`src/rtl/core/klirs_pkg.sv`:
```
// shared types and codes for the keyed list block
// no dependencies; imported by the sequencer and the top level
package klirs_pkg;

  localparam int KEY_BYTES = 29;
  localparam int KEY_W     = 8 * KEY_BYTES;
  localparam int CLASS_W   = 152;
  localparam int AMT_W     = 32;
  localparam int ENTRY_W   = KEY_W + CLASS_W + AMT_W;

  typedef enum logic [1:0] {
    OP_INSERT = 2'd0,
    OP_REMOVE = 2'd1,
    OP_SEARCH = 2'd2,
    OP_NONE   = 2'd3
  } op_t;

  typedef enum logic [1:0] {
    STAT_OK      = 2'd0,
    STAT_FULL    = 2'd1,
    STAT_EMPTY   = 2'd2,
    STAT_MISSING = 2'd3
  } status_t;

  typedef enum logic [2:0] {
    ST_IDLE,
    ST_DISPATCH,
    ST_SCAN,
    ST_SHIFT,
    ST_RESULT
  } state_t;

  // sequencer to datapath controls
  typedef struct packed {
    logic we;
    logic shift_src;
    logic load_found;
    logic done;
  } ctl_t;

endpackage

```
`src/rtl/core/klirs_seq.sv`:
```
// sequencer for the keyed list: dispatch, linear scan, shift-down on remove
// depends on klirs_pkg; drives the ram ports and the result status
module klirs_seq import klirs_pkg::*; #(
  parameter int CAPACITY = 16
) (
  input  logic                                          clk,
  input  logic                                          rst,
  input  logic                                          start,
  input  logic [1:0]                                    kind,
  input  logic                                          hit,
  output logic                                          busy,
  output ctl_t                                          ctl,
  output logic [((CAPACITY > 1) ? $clog2(CAPACITY) : 1)-1:0] raddr,
  output logic [((CAPACITY > 1) ? $clog2(CAPACITY) : 1)-1:0] waddr,
  output logic [1:0]                                    res_status,
  output logic [((CAPACITY > 1) ? $clog2(CAPACITY) : 1)-1:0] res_slot,
  output logic [$clog2(CAPACITY + 1)-1:0]               count
);

  localparam int IW = (CAPACITY > 1) ? $clog2(CAPACITY) : 1;
  localparam int CW = $clog2(CAPACITY + 1);
  localparam logic [CW-1:0] CAP_C = CW'(CAPACITY);

  state_t        state, state_next;
  op_t           op, op_next;
  logic [CW-1:0] count_next;
  logic [CW-1:0] issue_idx, issue_next;
  logic          rv, rv_next;
  logic [IW-1:0] rd_idx, rd_idx_next;
  status_t       status_r, status_next;
  logic [IW-1:0] slot_r, slot_next;

  always_ff @(posedge clk) begin
    if (rst) begin
      state     <= ST_IDLE;
      count     <= '0;
      rv        <= 1'b0;
      op        <= OP_NONE;
      issue_idx <= '0;
      rd_idx    <= '0;
      status_r  <= STAT_OK;
      slot_r    <= '0;
    end else begin
      state     <= state_next;
      count     <= count_next;
      rv        <= rv_next;
      op        <= op_next;
      issue_idx <= issue_next;
      rd_idx    <= rd_idx_next;
      status_r  <= status_next;
      slot_r    <= slot_next;
    end
  end

  always_comb begin
    state_next  = state;
    op_next     = op;
    count_next  = count;
    issue_next  = issue_idx;
    rv_next     = 1'b0;
    rd_idx_next = rd_idx;
    status_next = status_r;
    slot_next   = slot_r;
    ctl         = '0;
    raddr       = issue_idx[IW-1:0];
    waddr       = '0;
    unique case (state)
      ST_IDLE: begin
        if (start) begin
          op_next     = op_t'(kind);
          status_next = STAT_OK;
          slot_next   = '0;
          state_next  = ST_DISPATCH;
        end
      end
      ST_DISPATCH: begin
        issue_next = '0;
        unique case (op)
          OP_INSERT: begin
            if (count == CAP_C) begin
              status_next = STAT_FULL;
            end else begin
              ctl.we     = 1'b1;
              waddr      = count[IW-1:0];
              slot_next  = count[IW-1:0];
              count_next = count + 1'b1;
            end
            state_next = ST_RESULT;
          end
          OP_REMOVE: begin
            if (count == '0) begin
              status_next = STAT_EMPTY;
              state_next  = ST_RESULT;
            end else begin
              state_next = ST_SCAN;
            end
          end
          OP_SEARCH: begin
            if (count == '0) begin
              status_next = STAT_MISSING;
              state_next  = ST_RESULT;
            end else begin
              state_next = ST_SCAN;
            end
          end
          OP_NONE: begin
            state_next = ST_RESULT;
          end
          default: state_next = ST_RESULT;
        endcase
      end
      ST_SCAN: begin
        // issue the next read while comparing the one that just came back
        if (issue_idx < count) begin
          rv_next     = 1'b1;
          rd_idx_next = issue_idx[IW-1:0];
          issue_next  = issue_idx + 1'b1;
        end
        if (rv) begin
          if (hit) begin
            slot_next = rd_idx;
            if (op == OP_SEARCH) begin
              ctl.load_found = 1'b1;
              state_next     = ST_RESULT;
            end else begin
              // drop any read in flight and restart just past the match
              rv_next    = 1'b0;
              issue_next = CW'(rd_idx) + 1'b1;
              state_next = ST_SHIFT;
            end
          end else if (CW'(rd_idx) == count - 1'b1) begin
            status_next = STAT_MISSING;
            state_next  = ST_RESULT;
          end
        end
      end
      ST_SHIFT: begin
        if (issue_idx < count) begin
          rv_next     = 1'b1;
          rd_idx_next = issue_idx[IW-1:0];
          issue_next  = issue_idx + 1'b1;
        end
        if (rv) begin
          ctl.we        = 1'b1;
          ctl.shift_src = 1'b1;
          waddr         = rd_idx - 1'b1;
        end else if (!(issue_idx < count)) begin
          count_next = count - 1'b1;
          state_next = ST_RESULT;
        end
      end
      ST_RESULT: begin
        ctl.done   = 1'b1;
        state_next = ST_IDLE;
      end
      default: state_next = ST_IDLE;
    endcase
  end

  assign busy       = (state != ST_IDLE);
  assign res_status = status_r;
  assign res_slot   = slot_r;

endmodule

```
`config.mk`:
```
export PLATFORM = sky130hd
export DESIGN_NAME = klirs_seq
export DESIGN_NICKNAME = d
export VERILOG_FILES = /design/src/rtl/core/klirs_pkg.sv /design/src/rtl/core/klirs_seq.sv
export SDC_FILE = /design/constraint.sdc
export NUM_CORES = 1
export LEC_CHECK = 0
export BUFFER_PORTS_ARGS = -buffer_cell sky130_fd_sc_hd__clkbuf_2
export CORE_MARGIN = 5
export CORE_UTILIZATION = 52
export DETAILED_ROUTE_END_ITERATION = 10
export GPL_TIMING_DRIVEN = 0
export HOLD_SLACK_MARGIN = 0.02
export PLACE_DENSITY = 0.74
export SYNTH_ARGS = -nofsm -noshare
export SYNTH_HDL_FRONTEND = slang
export SYNTH_SLANG_ARGS = --single-unit
export TNS_END_PERCENT = 1
```
`constraint.sdc`:
```
create_clock -name clk -period 2.6 [get_ports clk]
set_clock_uncertainty 0.1 [all_clocks]
set_input_delay 0.26 -clock clk [delete_from_list [all_inputs] [get_ports clk]]
set_output_delay 0.26 -clock clk [all_outputs]
set_load 0.01 [all_outputs]
```
======== After elaboration in Yosys (flattened, before gate mapping) ========
Index checks and enable logic that the tools add are counted.
storage, ports and cells
  register bits ........................... 26
  bits in latches ......................... 0
  bits in writable memories ............... 0
  memory bits (read-only) ................. 0
  input bits .............................. 6
  output and inout port bits .............. 24
  logic and storage cells ................. 107
  memories ................................ 0
cells by class
  add/subtract/negate cells ............... 5
  multiply operators ...................... 0
  div/mod/pow operators ................... 0
  $lt $le $gt $ge ......................... 1
  equality and inequality tests ........... 23
  shift-type cells ........................ 0
  muxes and demuxes ....................... 54
  bitwise gates (word level) .............. 0
  reductions and logical operators ........ 16
operators with widths
  cell                 count
  $mux 5               8
  $mux 4               8
  $mux 3               8
  $mux 2               8
  $ne 2x2->1 const B   8
  $pmux 5 s3           1
  $mux 1               12
  $ne 3x3->1 const B   4
  $pmux 2 s3           2
  $pmux 3 s4           1
  $pmux 4 s3           1
  $add 5x1->5 const B  2
  $pmux 5 s2           1
  $reduce_and 5->1     2
  $reduce_and 9->1     1
  $reduce_bool 3->1    3
  $pmux 4 s2           1
  $eq 3x2->1 const B   2
  $pmux 3 s2           1
  $reduce_and 6->1     1
  $reduce_or 2->1      3
  $add 4x1->5 const B  1
  $eq 4x5->1           1
  $eq 5x5->1 const B   1
  other kinds (15)     18

======== Depth between registers and ports, before layout ========
  word-level depth ........................ 6
  gate-level depth with buffers ........... 9

======== Least setup slack after synthesis ========
OpenSTA, ideal clock, no wires.
  path type ............................... reg-to-reg
  from .................................... register count[3]
  to ...................................... register count[3]
  library setup time ...................... 0.123 ns
  arrival time ............................ 2.018 ns
  data required time ...................... 2.377 ns
  slack ................................... 0.359 ns
  stages on the path, launching flop included .. 10
  period minus slack after synthesis ...... 2.241 ns
  cells stage by stage .................... dfxtp_1 > buf_2 > inv_1 > ha_1 > and2_1 > clkbuf_1 > a211oi_2 > buf_4 > nor3_1 > mux2_1
on the way
  cells in the longest elaborated chain, start to end .. 4
  elaborated cells on any way between the ends .. 12
  those cells by class .................... 2 x add/sub; 1 x order compare; 3 x eq/ne; 5 x mux; 1 x reduce/logical
RTL lines
  element                                            RTL line                           text
  start: declaration                                 klirs_seq.sv:17                    output logic [$clog2(CAPACITY + 1)-1:0] count
  start signal: assignment                           klirs_seq.sv:45                    count <= count_next;
  $sub 5x1->5 / $add 5x1->5 (equally long branches)  klirs_seq.sv:148, klirs_seq.sv:86
  $mux 5, on equally long branches                   klirs_seq.sv:147, klirs_seq.sv:80
  $mux 5, on equally long branches                   klirs_seq.sv:143, klirs_seq.sv:78
  $pmux 5 s2                                         klirs_seq.sv:67                    unique case (state)
Parallel ways exist; a longest one is shown, timed or not. The select of a mux whose other input is x is not followed.
A chain may end at the register's enable or synchronous reset.

======== Worst setup path after layout ========
  from .................................... register count[2]
  to ...................................... register count[3]
The elaborated chain is that of the path after synthesis.

==> results by group <==
Outcome
  • Outcome: finished, final reports clean

Power
  • Switching fraction of total power: 25.8%
  • Share of total power in combinational logic: 17.0%
  • Leakage component of the power: 0.966 nW
  • Pwr Density: 413 nW/um2
  • Share of power burned in registers: 46.3%
  • Share of power burned in the clock network: 36.7%
  • Sw power: 239 uW
  • Maximum vdd ir drop: 275 uV
  • Internal power of the cells: 687 uW

Final layout
  • Number of inserted filler cells in the final layout: 328
  • Count of nets after finishing: 283
  • Area of the multi-input gates: 1280 um2
  • Sequential cell area: 522 um2
  • Post-layout instance area: 2240 um2
  • Share of layout cells above drive strength 1: 20.5%
  • Area growth from synthesis to final layout: 14.3%
  • Ant diodes: 0
  • Post-route core utilization: 61.3%

STA
  • Post-route setup TNS: 0 ns
  • Worst Max-Slew Pin Slew: 0.543 ns
  • Top achievable clock speed: 407 MHz
  • Worst slew margin relative to its limit: 63.5%
  • Period minus WS final: 2.46 ns
  • Hold violation count in the final report: 0
  • Final setup viols: 0
  • Setup slack after layout: 0.141 ns
  • Final period util: 94.6%
  • Final max-slew violation count: 0
  • RSZ-0062 raised after global routing: false

Clocking
  • # clock sinks: 26
  • Total clock buffers created by CTS: 3
  • Htree depth: 1
  • Library cell used as clock root buffer: clkbuf_8
  • Number of buffers on the longest clock path: 2
  • Clock-pin slew on the worst setup and hold paths: 0.09 ns
  • Skew-Pair Late Insertion Delay: 0.28 ns
  • Clock tree from TritonCTS: done

Setup path
  • Critical Path RT: 2.67 ns
  • Worst-path maximum fanout: 10
  • Worst Reg2Reg Path Length in Cells: 9
  • Worst Setup Start Kind: register
  • Data arrival time of the critical path: 2.53 ns
  • Reg-to-reg critical path startpoint: count[2]
  • Register-to-register path setup slack: 0.14 ns
  • Critical path class: register to register
  • Endpoint of the worst-slack reg-to-reg timing path: count[3]
  • Nature of the critical path endpoint: register
  • Capture point of the critical path: count[3]
  • Startpoint of the most critical setup path: count[2]

Global routing
  • First-pass GRT wire length: 8480 um
  • Via count of the first global-routing pass: 1744
  • Initial antenna violation count: 0
  • Tot GR Track Use: 20.7%
  • Maximum number of pins on one net before global-route repair: 16
  • Total overflow reported by the global router: 0

Routing
  • Violation count after the first detailed-route iteration: 184
  • Aggregate routed wire length: 4920 um
  • Mean routed wirelength per cell: 15.8 um
  • Post-detailed-route via-to-cell ratio: 5.81
  • DRC Markers: 0
  • Total vias in the final route: 1814
  • Count of nets left with antenna violations after detail routing: 0
  • First-pass iteration count of the detailed router: 4

Worst hold path
  • Class of the most critical hold timing path: primary input to register

Synthesis
  • Area leader, netlist: dfxtp_1
  • Most frequent cell after synthesis: dfxtp_1
  • Count of flip-flops with a built-in enable after synthesis: 0
  • Yosys warning total: 0
  • Netlist Area Pre-Place: 1960 um2
  • Share of Yosys cell area claimed by the top area cell type: 26.5%
  • Post-synth cell types: 56
  • Part of the Yosys area used for sequential elements: 26.5%
  • Synth top cells by count: dfxtp_1, inv_1, nor2_1
  • Cell types with the largest area share after synthesis: dfxtp_1, ha_1, xnor2_1, inv_1, mux2i_1
  • Synthesized net count: 250
  • Proportion of register bits with asynchronous set or reset after synthesis: 0%
  • Mapped Cells: 232
  • Post-synthesis area per instance: 8.46 um2
  • Ys flop type: dfxtp_1
  • FF+latch count, synth: 26

Flow run
  • Maximum Capacitance Violations: 0

Floorplanning
  • Die Footprint: 5100 um2
  • X dimension of the die: 71.4 um
  • Effective utilization at floorplan: 53.6%
  • Count of pins on the block boundary: 30
  • CORE AREA: 3660 um2
  • Std-Cell Rows: 22
  • Die Y: 71.4 um

Place
  • Number of port buffers: 28
  • Post-placement cell area: 2160 um2
  • Final estimated routing congestion in global placement: 0.871
  • Pre-CTS setup slack: 0.148 ns
  • Detailed placer's ending HPWL: 3730 um
## cell families (layout without fill, tap and decap cells)
kind of cell,after synthesis,after routing,synth area share [%]
AO/OA/AOI/OAI,69,69,26.1
XOR/XNOR,12,12,5.35
adder cells (fa/ha/maj),12,12,7.65
buffers and inverters,38,70,8.67
flip-flops,26,26,26.5
multiplexers,8,8,4.14
AND/OR/NAND/NOR,67,67,21.5
## registers in the layout, indices dropped and copies added (netlist names)
register and flops:
res_status 2, state 3, rv 1, rd_idx 4, count 5, res_slot 4
op 2, issue_idx 5
## how the worst min path moves through the flow
stage	depth (start not counted)	to	from	slack [ns]
floorplan	2	op[0]	start	0.35
global placement	2	res_slot[1]	res_slot[1]	0.35
detailed placement	2	res_slot[1]	res_slot[1]	0.35
CTS	3	op[1]	kind[1]	0.20
global route	3	op[0]	kind[0]	0.23
finish	3	op[1]	kind[1]	0.20
## final cells by class
cell class | instances | area share (%)
multi-input cells | 168 | 57.1
flip-flops and latches | 26 | 23.3
repair buffers | 28 | 6.25
plain buffers | 18 | 4.24
inverters | 20 | 3.35
well taps | 48 | 2.68
clock buffers | 3 | 1.84
clock inverters | 1 | 1.34
## power groups by stage
stage / logic [mW] / registers, mW / clock network (mW)
after detailed placement: 0.157 / 0.438 / 0
after global placement: 0.155 / 0.437 / 0
after CTS: 0.157 / 0.429 / 0.346
after global routing: 0.174 / 0.432 / 0.363
after floorplan: 0.107 / 0.442 / 0
final: 0.158 / 0.428 / 0.340
## critical path, cell delays in order, from the launching register on
cell	delay (ns)
dfxtp_1	0.37
buf_2	0.21
inv_1	0.10
ha_1	0.30
nand2_1	0.07
o21ai_2	0.31
a211oi_4	0.13
buf_4	0.19
nor3_1	0.22
mux2_1	0.34
## placed cells by master (no fill, tap or decap), types with 4 or more instances in the layout
cell type / synthesis / routed
inv_1: 20 / 20
o21ai_0: 5 / 5
nor2b_1: 4 / 4
buf_2: 7 / 7
a211oi_1: 8 / 8
xnor2_1: 9 / 9
mux2i_1: 7 / 7
clkbuf_2: 0 / 28
or4_1: 4 / 4
nor2_1: 15 / 15
o22ai_1: 7 / 7
dfxtp_1: 26 / 25
buf_4: 5 / 5
ha_1: 12 / 12
nand3_1: 8 / 8
nor3_1: 5 / 5
nand2_1: 5 / 5
a21o_1: 5 / 5
a221oi_1: 6 / 6
a21oi_1: 12 / 12
o31ai_1: 4 / 4
clkbuf_1: 5 / 5
## metrics by stage
step / instances / power [mW] / hold WS, ns
CTS: 312 / 0.932 / 0.202
floorplan: 232 / 0.548 / 0.351
detailed placement: 308 / 0.595 / 0.350
global placement: 308 / 0.592 / 0.345
finish: 312 / 0.926 / 0.204
global route: 312 / 0.969 / 0.233
## timing repair
action,in CTS,in global routing
resized for setup,0,2
setup endpoints to repair,0,2
hold buffers,0,0
buffers inserted,0,0
## layer usage
layer / up-vias / share of wire, % / global-route usage (%)
met5: - / 0 / 0
met3: 9 / 5.6 / 3.51
li1: 918 / - / -
met2: 58 / 47 / 33.4
met4: 0 / 1.6 / 6.05
met1: 829 / 46 / 28.3
Power figures use the tool's default switching activity.
