[src/rtl/core/klirs_ram.sv]
// generic simple dual port ram: one write port, one read port with registered data
// no dependencies
module klirs_ram #(
  parameter int WIDTH = 8,
  parameter int DEPTH = 16
) (
  input  logic                                    clk,
  input  logic                                    we,
  input  logic [((DEPTH > 1) ? $clog2(DEPTH) : 1)-1:0] waddr,
  input  logic [WIDTH-1:0]                        wdata,
  input  logic [((DEPTH > 1) ? $clog2(DEPTH) : 1)-1:0] raddr,
  output logic [WIDTH-1:0]                        rdata
);

  logic [WIDTH-1:0] mem [DEPTH];

  always_ff @(posedge clk) begin
    if (we) begin
      mem[waddr] <= wdata;
    end
    rdata <= mem[raddr];
  end

endmodule

[config.mk]
export PLATFORM = sky130hd
export DESIGN_NAME = klirs_ram
export DESIGN_NICKNAME = d
export VERILOG_FILES = /design/src/rtl/core/klirs_ram.sv
export SDC_FILE = /design/constraint.sdc
export NUM_CORES = 1
export LEC_CHECK = 0
export ABC_AREA = 0
export BUFFER_PORTS_ARGS = -buffer_cell sky130_fd_sc_hd__buf_2
export CAP_MARGIN = 15
export CORE_MARGIN = 3
export CORE_UTILIZATION = 68
export CTS_BUF_LIST = sky130_fd_sc_hd__clkbuf_4 sky130_fd_sc_hd__clkbuf_8
export CTS_CLUSTER_DIAMETER = 60
export DETAILED_ROUTE_END_ITERATION = 6
export GPL_TIMING_DRIVEN = 1
export PLACE_DENSITY = 0.87
export SLEW_MARGIN = 15
export SYNTH_ARGS = -nofsm -noshare
export SYNTH_HDL_FRONTEND = slang
export SYNTH_SLANG_ARGS = --single-unit
[constraint.sdc]
create_clock -name clk -period 3.2 [get_ports clk]
set_input_delay 0.16 -clock clk [delete_from_list [all_inputs] [get_ports clk]]
set_output_delay 0.16 -clock clk [all_outputs]
set_load 0.05 [all_outputs]
# == Yosys cells after proc, flatten, opt, wreduce, memory -nomap -nowiden ==
# Memory sizes are Yosys's and may differ from the RTL's. A register that Yosys moved wholly into a read port is not among the register bits.
# Index checks and enable logic that the tools add are counted.
# totals
input_bits,18
mem_bits_rw,128
word_cells,3
output_inout_bits,8
memories,1
ff_bits,0
# op_classes
mux,2
# mem_list
name,depth,word_bits,rd,rd_clocked_by_memory_dff,write_ports,line_no,source
mem,16,8,1,1,1,15,logic [WIDTH-1:0] mem [DEPTH];
# ops
operator,n
1-bit 2-to-1 mux,2

# == Longest topological paths before layout ==
# Gate-level depths: netlist of the first run.
# logic_depth
word_depth,2
depth_mapped,5
mapped_depth_nobuf,3

# == Worst setup path before layout of the first run ==
# OpenSTA, ideal clock, no wires.
# synth_timing
path_kind,input-to-reg
startpoint,in waddr[2] in the netlist's numbering
endpoint,mem mem[0][0] (enable)
setup_time_ns,0.383
required_time_ns,2.817
t_arrival_ns,1.270
n_path_buf,0
slack_ns,1.547
cell_stages,2
path_cell_list,or3b_2 nor3_1
# synth_rtl
element,line_no,source
"start, declared",9,"input logic [((DEPTH > 1) ? $clog2(DEPTH) : 1)-1:0] waddr,"
"end, declared",15,
# Straight into the memory's write port.

==> results.cfg, run 1 <==
[outcome]
outcome = finished, final reports clean

[layout]
layout_commonest_cell = edfxtp_1
stdcell_count = 381
syn_to_final_growth_pct = 11.9
nNetsFinal = 287
most-common-layout-cells = edfxtp_1 (128), buf_2 (25), clkbuf_8 (20), mux4_2 (18), a22oi_1 (16)
fin_area_mm2 = 0.00576
finalCoreUtilization_pct = 79.0
drive_above_1_share_pct = 29.1
diodes = 0

[place]
globalplace.congestion = 0.744
dp_hpwl_um = 5690
place_area_mm2 = 0.00536
io_buffer_count = 25
dp_cells = 349
dp_slack_ns = 1.11

[setup_path]
start_kind = input port
worstPathArrival_ns = 1.92
critPathBufInv = 2
critPathRequiredTime_ns = 3.49
critPathMaxFanout = 20
slowest_delay_ns = 0.53
setup.worst_path.class = input port to flip-flop
crit_chain = buf_2 -> buf_4 -> mux4_2 -> a22oi_1 -> nand2_1
critical-path-top-delay-family = buffers and inverters
cp_slowest_cell = mux4_2
cp-end-kind = flip-flop

[timing]
slew_viol_final = 0
worst_slew_pin_slew_ns = 0.948
period_share_pct = 51.0
worst_slack_ns = 1.57
fin_skew_ns = 0.0120
slew-limit-headroom_pct = 36.6
setup_violations = 0
max_freq_mhz = 613
hold_slack_ns = 0.125
fin_tns_setup_ns = 0
hold_violations = 0
min_period_ns = 1.63
rsz0062_at_grt = no

[clock_tree]
ctsResizeCount = 0
clk_pin_slew_ns = 0.08
clock-sinks = 136
cts_max_level = 4
cts_buffers = 17
cts_setup_buffers = 0
cts_buffer_depth = 2
insertion_delay_ns = 0.41
cts_tree = done
cts_hold_buf = 0
root_buffer = clkbuf_8

[yosys]
seq_area_frac_synth_pct = 77.8
synth_cell_types = 19
synth_top_area_share_pct = 74.7
syn_avg_cell_area_um2 = 22.5
synth.area.top_cells = edfxtp_1 (75%), mux4_2 (7.9%), mux4_1 (7.1%)
syn_area_mm2 = 0.00515
synth_nets = 247
ys.warnings.count = 0
ys_ff_latch = 136
yosysTopAreaCell = edfxtp_1
synthCells = 229

[route]
wirelength_um = 9460
vias = 2404
vias_per_cell = 6.31
wire_per_inst_um = 24.8
drc = 0
ant_nets = 0
dr.pass1.iters = 4
drt_iter0_markers = 351

[floorplanning]
core_area_mm2 = 0.00729
die_area_mm2 = 0.00865
io_pins = 26
num_rows = 31
fp.dieH_um = 93.0
initial_core_util_pct = 70.6
die_w_um = 93.0

[worst_hold_path]
min-delay-path-class = input port to flip-flop

[global_routing]
grt-ovfl-total = 0
antenna_found_initial = 0
grt_max_degree = 33
grt_pass1_wl_um = 14600
grt_usage_pct = 24.6
grt_pass1_vias = 2510

[run]
cap_violations = 0

[pwr]
leakagePower_nw = 1.93
power_density_mw_per_mm2 = 627
power_mw = 3.61
ir_worst_vdd_mv = 0.377
-- synth_stat cells --
| master | count |
|---|---|
| nor3_1 | 4 |
| clkdlybuf4s25_2 | 3 |
| a22oi_1 | 16 |
| nand3_1 | 1 |
| nand3b_1 | 2 |
| or3b_2 | 1 |
| mux4_1 | 14 |
| nand2_1 | 9 |
| nor2_1 | 13 |
| nand2b_1 | 2 |
| buf_2 | 3 |
| edfxtp_1 | 128 |
| mux4_2 | 18 |
| nor2b_1 | 1 |
| buf_6 | 3 |
| dfxtp_1 | 8 |
| and2b_1 | 1 |
| and2_1 | 1 |
| buf_4 | 1 |
-- worst paths after layout --
path	cells past startpoint	start	slack [ns]	end
worst max register to register	3	mem[11][7]	1.78	rdata[7]
worst min-delay path	1	wdata[1]	0.12	mem[14][1]
worst max-delay path	5	raddr[0]	1.57	rdata[7]
worst min register to register	3	mem[4][0]	0.67	rdata[0]
-- area by class of cell --
cell class / instances / area, um2
fill: 371 / 1530
multi-input combinational: 83 / 1060
clock buffer: 24 / 305
tap: 99 / 124
clock inverter: 8 / 97.6
sequential: 136 / 4000
timing repair buffer: 31 / 170
-- worst register-to-register path, stage by stage, from the launching register on --
cell and delay, ns:
edfxtp_1 0.38, mux4_2 0.49, a22oi_1 0.30, nand2_1 0.11
-- report_power, final --
part / leakage, nW / switching [mW] / internal (mW)
sequential: 1.22 / 0.0112 / 1.99
clock: 0.203 / 0.609 / 0.786
combinational: 0.501 / 0.140 / 0.0734
-- registers in the layout (all words and copies together), names as in the netlist --
| signal | flops |
|---|---|
| mem | 128 |
| rdata | 8 |
-- layer usage --
layer	up-vias	wire length, um	GRT usage [%]
met2	142	4740	35.6
met4	0	172	9.16
met1	1200	3640	36.4
li1	1052	-	-
met5	-	0	0
met3	10	913	7.48
-- cell families (layout without fill, tap and decap cells) --
logic type             count (synthesis)  in the layout  synth area share (%)
flip-flops                           136            136                  77.8
buffers and inverters                 10             63                  1.68
AND/OR/NAND/NOR                       35             35                  3.18
multiplexers                          32             32                  15.0
AO/OA/AOI/OAI                         16             16                  2.33
Power figures use the tool's default switching activity.
==> run 2, diff against run 1 <==
--- a/config.mk
+++ b/config.mk
@@ -9,12 +9,12 @@
 export BUFFER_PORTS_ARGS = -buffer_cell sky130_fd_sc_hd__buf_2
 export CAP_MARGIN = 15
 export CORE_MARGIN = 3
-export CORE_UTILIZATION = 68
+export CORE_UTILIZATION = 63
 export CTS_BUF_LIST = sky130_fd_sc_hd__clkbuf_4 sky130_fd_sc_hd__clkbuf_8
 export CTS_CLUSTER_DIAMETER = 60
 export DETAILED_ROUTE_END_ITERATION = 6
 export GPL_TIMING_DRIVEN = 1
-export PLACE_DENSITY = 0.87
+export PLACE_DENSITY = 0.82
 export SLEW_MARGIN = 15
 export SYNTH_ARGS = -nofsm -noshare
 export SYNTH_HDL_FRONTEND = slang
==> constraint.sdc (replaced) <==
create_clock -name clk -period 1.58 [get_ports clk]
set_input_delay 0.079 -clock clk [delete_from_list [all_inputs] [get_ports clk]]
set_output_delay 0.079 -clock clk [all_outputs]
set_load 0.05 [all_outputs]
==> results.cfg, run 2 (same netlist as run 1, synthesis figures left out) <==
[outcome]
outcome = finished, final reports clean

[layout]
most-common-layout-cells = edfxtp_1 (128), buf_2 (25), buf_4 (19), mux4_2 (18), clkbuf_8 (17)
syn_to_final_growth_pct = 14.7
largest-register = mem
drive_above_1_share_pct = 32.6
largest_reg_flops = 128
diodes = 0
finalCoreUtilization_pct = 75.2
reg_top3 = mem (128), rdata (8)
layout_commonest_cell = edfxtp_1
nNetsFinal = 303

[route]
top_layer_used = met4
ant_nets = 0
met3WireLength_um = 719
dr.pass1.iters = 5
wirelength_um = 9150
dr_wl_met2_um = 4640
drt-met1-wl_um = 3620
drt_iter0_markers = 221
vias = 2484
wire_per_inst_um = 22.9
drc = 0
vias_per_cell = 6.21

[clock_tree]
cts_max_level = 4
cts_hold_buf = 0
cts_buffers = 17
cts_setup_buffers = 0
root_buffer = clkbuf_8
clk_pin_slew_ns = 0.08
cts_tree = done
clock-sinks = 136
cts_buffer_depth = 2
ctsResizeCount = 0
insertion_delay_ns = 0.43

[pwr]
p_switching_mw = 1.63
power_mw = 7.23
p_seq_share_pct = 56.1
clockPowerShare_pct = 37.6
p_int_mw = 5.60
p_comb_share_pct = 6.3
ir_worst_vdd_mv = 0.728
power_density_mw_per_mm2 = 1220
swShare_pct = 22.5
leakagePower_nw = 2.00

[setup_path]
r2r_start = mem[9][4]
r2r_slack_ns = 0.20
start_kind = flip-flop
reg2reg_depth = 3
critPathMaxFanout = 1
critPathRequiredTime_ns = 1.89
worstPathArrival_ns = 1.69
setup.worst_path.class = flip-flop to flip-flop
timing.rr.end = rdata[4]
cp-end-kind = flip-flop

[timing]
slew-limit-headroom_pct = 74.7
fin_tns_setup_ns = 0
setup_violations = 0
rsz0062_at_grt = no
min_period_ns = 1.38
worst_slew_pin_slew_ns = 0.379
fin_skew_ns = 0.00749
period_share_pct = 87.1
hold_violations = 0
slew_viol_final = 0
max_freq_mhz = 726

[place]
io_buffer_count = 25
dp_hpwl_um = 5890
globalplace.congestion = 0.738

[floorplanning]
io_pins = 26
core_area_mm2 = 0.00785
num_rows = 32
fp.dieH_um = 96.4
initial_core_util_pct = 65.6
die_w_um = 96.4
die_area_mm2 = 0.00929

[global_routing]
antenna_found_initial = 0
grt_pass1_wl_um = 14300
grt_pass1_vias = 2541
grt-ovfl-total = 0
grt_usage_pct = 23.0
grt_max_degree = 17

[worst_hold_path]
hold_depth = 1
min-delay-path-class = input port to flip-flop
min_to = mem[9][3]
hp-start = wdata[3]

[run]
cap_violations = 0
## run 2: cell count changes in the layout (fill, tap and decap cells not counted), moves of 2 or more
cell	before	now
buf_4	6	19
clkbuf_4	4	0
buf_12	0	3
clkbuf_8	20	17
clkinvlp_4	3	6
clkinv_4	0	2
inv_6	0	2
## run 2: worst max path at each step
stage | start | cells after the start | to
floorplan | waddr[2] | 2 | mem[0][0]
global route | mem[9][4] | 3 | rdata[4]
global placement | raddr[0] | 5 | rdata[4]
finish | mem[9][4] | 3 | rdata[4]
CTS | mem[9][4] | 3 | rdata[4]
detailed placement | raddr[0] | 5 | rdata[4]
## run 2: critical path, stage by stage, from the launching register on
cell and delay, ns:
edfxtp_1 0.36, mux4_1 0.50, a22oi_1 0.31, nand2_1 0.08
## run 2: routing by layer
metal	vias to the layer above	global-route usage [%]
li1	1085	-
met1	1255	31.6
met2	127	35.2
met3	17	7.05
met4	0	9.46
met5	-	0
## run 2: stage by stage
stage | instance area (um2) | instances | hold WS [ns] | setup slack [ns]
global route | 5900 | 400 | 0.0190 | 0.115
finish | 5900 | 400 | 0.0182 | 0.203
floorplan | 5150 | 229 | 0.178 | 0.00813
CTS | 5900 | 400 | 0.00287 | 0.190
detailed placement | 5520 | 368 | 0.471 | 0.0436
global placement | 5520 | 368 | 0.464 | 0.0680
## run 2: power groups by stage
stage                     Sequential (mW)  Clock [mW]  Combinational [mW]
after detailed placement             4.13           0               0.460
after floorplan                      4.21           0               0.205
after global routing                 4.06        2.92               0.494
final                                4.05        2.72               0.457
after CTS                            4.05        2.77               0.461
after global placement               4.13           0               0.448
## run 2: layout make-up
type / instances / area [um2]
Clock inverter: 15 / 154
Tap cell: 102 / 128
Clock buffer: 17 / 234
Multi-Input combinational cell: 83 / 1060
Sequential cell: 136 / 4000
Timing Repair Buffer: 47 / 328
Fill cell: 430 / 1940
==> run 3, diff against run 2 <==
--- a/config.mk
+++ b/config.mk
@@ -7,7 +7,6 @@
 export LEC_CHECK = 0
 export ABC_AREA = 0
 export BUFFER_PORTS_ARGS = -buffer_cell sky130_fd_sc_hd__buf_2
-export CAP_MARGIN = 15
 export CORE_MARGIN = 3
 export CORE_UTILIZATION = 63
 export CTS_BUF_LIST = sky130_fd_sc_hd__clkbuf_4 sky130_fd_sc_hd__clkbuf_8
@@ -15,7 +14,7 @@
 export DETAILED_ROUTE_END_ITERATION = 6
 export GPL_TIMING_DRIVEN = 1
 export PLACE_DENSITY = 0.82
-export SLEW_MARGIN = 15
+export REMOVE_ABC_BUFFERS = 1
 export SYNTH_ARGS = -nofsm -noshare
 export SYNTH_HDL_FRONTEND = slang
 export SYNTH_SLANG_ARGS = --single-unit
==> results.cfg, run 3 (same netlist as run 1, synthesis figures left out) <==
[outcome]
outcome = finished, final reports clean

[timing]
worst_slew_pin_slew_ns = 0.400
slew_viol_final = 0
setup_violations = 0
fin_skew_ns = 0.00705
max_freq_mhz = 740
fin_tns_setup_ns = 0
slew-limit-headroom_pct = 73.3
hold_violations = 0
period_share_pct = 85.5
min_period_ns = 1.35
rsz0062_at_grt = no

[global_routing]
grt_pass1_wl_um = 13900
antenna_found_initial = 0
grt_usage_pct = 21.9
grt-ovfl-total = 0
grt_max_degree = 33
grt_pass1_vias = 2540

[clock_tree]
cts_tree = done
cts_hold_buf = 0
cts_setup_buffers = 0
cts_buffers = 17
cts_max_level = 4
ctsResizeCount = 0
insertion_delay_ns = 0.42
cts_buffer_depth = 2
root_buffer = clkbuf_8
clk_pin_slew_ns = 0.07
clock-sinks = 136

[layout]
nNetsFinal = 302
most-common-layout-cells = edfxtp_1 (128), buf_2 (25), clkbuf_8 (20), buf_4 (19), mux4_2 (18)
drive_above_1_share_pct = 32.3
finalCoreUtilization_pct = 76.1
layout_commonest_cell = edfxtp_1
largest_reg_flops = 128
reg_top3 = mem (128), rdata (8)
diodes = 0
syn_to_final_growth_pct = 16.0
largest-register = mem

[place]
io_buffer_count = 25
globalplace.congestion = 0.721
dp_hpwl_um = 5660

[setup_path]
cp-end-kind = flip-flop
slowest_delay_ns = 0.51
critPathRequiredTime_ns = 1.88
start_kind = flip-flop
critical-path-top-delay-family = multiplexers
setup.worst_path.class = flip-flop to flip-flop
critPathMaxFanout = 1
r2r_start = mem[2][2]
worstPathArrival_ns = 1.66
crit_chain = mux4_1 -> a22oi_1 -> nand2_1
cp_slowest_cell = mux4_1
cp-startpoint = mem[2][2]
critPathBufInv = 0

[pwr]
power_density_mw_per_mm2 = 1300
p_comb_share_pct = 5.8
swShare_pct = 19.8
p_switching_mw = 1.53
p_int_mw = 6.22
power_mw = 7.75
p_seq_share_pct = 52.3
ir_worst_vdd_mv = 0.778
leakagePower_nw = 2.04
clockPowerShare_pct = 41.9

[floorplanning]
die_w_um = 96.4
num_rows = 32
core_area_mm2 = 0.00785
initial_core_util_pct = 65.6
io_pins = 26
fp.dieH_um = 96.4
die_area_mm2 = 0.00929

[route]
drc = 0
dr.pass1.iters = 5
vias_per_cell = 6.15
wire_per_inst_um = 22.5
drt_iter0_markers = 177
vias = 2452
wirelength_um = 8990
ant_nets = 0

[run]
cap_violations = 0

[worst_hold_path]
min-delay-path-class = input port to flip-flop
hp-start = wdata[1]
## run 3: cell types whose count changed in the layout (fill, tap and decap cells not counted), sizes merged
cell      delta
buf          -1
bufinv       +3
clkbuf       +4
clkinv       -2
clkinvlp     -3
inv          -2
## run 3: metal layers
layer / wire length, um / share of wire (%) / track usage, % / up-vias
met2: 4540 / 50 / 34.1 / 111
met4: 107 / 1.2 / 7.01 / 0
met3: 786 / 8.7 / 6.97 / 12
met1: 3550 / 40 / 30.3 / 1251
met5: 0 / 0 / 0 / -
li1: - / - / - / 1078
## run 3: power by group through the flow
| stage | sequential, mW | combinational, mW | clock (mW) |
|---|---|---|---|
| global route | 4.06 | 0.483 | 3.46 |
| detailed placement | 4.14 | 0.452 | 0 |
| CTS | 4.06 | 0.455 | 3.31 |
| floorplan | 4.21 | 0.162 | 0 |
| finish | 4.06 | 0.448 | 3.25 |
| global placement | 4.13 | 0.442 | 0 |
## run 3: stage by stage
| step | setup slack (ns) | instances | area, um2 | hold WS (ns) |
|---|---|---|---|---|
| CTS | 0.224 | 399 | 5970 | 0.00762 |
| global route | 0.179 | 399 | 5970 | 0.0129 |
| floorplan | 0.00813 | 219 | 5060 | 0.178 |
| finish | 0.229 | 399 | 5970 | 0.0362 |
| global placement | 0.114 | 367 | 5500 | 0.462 |
| detailed placement | 0.0855 | 367 | 5500 | 0.471 |
## run 3: area by class of cell
class	count	area [um2]
clock inverters	11	194
flip-flops and latches	136	4000
repair buffers	46	308
fillers	438	1870
well taps	102	128
multi-input cells	83	1060
clock buffers	21	283
## run 3: worst paths after layout
path / endpoint / slack (ns) / depth (start not counted)
setup / recovery: rdata[2] / 0.23 / 3
hold / removal: mem[8][1] / 0.04 / 1
hold reg to reg: rdata[5] / 0.67 / 3
setup reg to reg: rdata[2] / 0.23 / 3
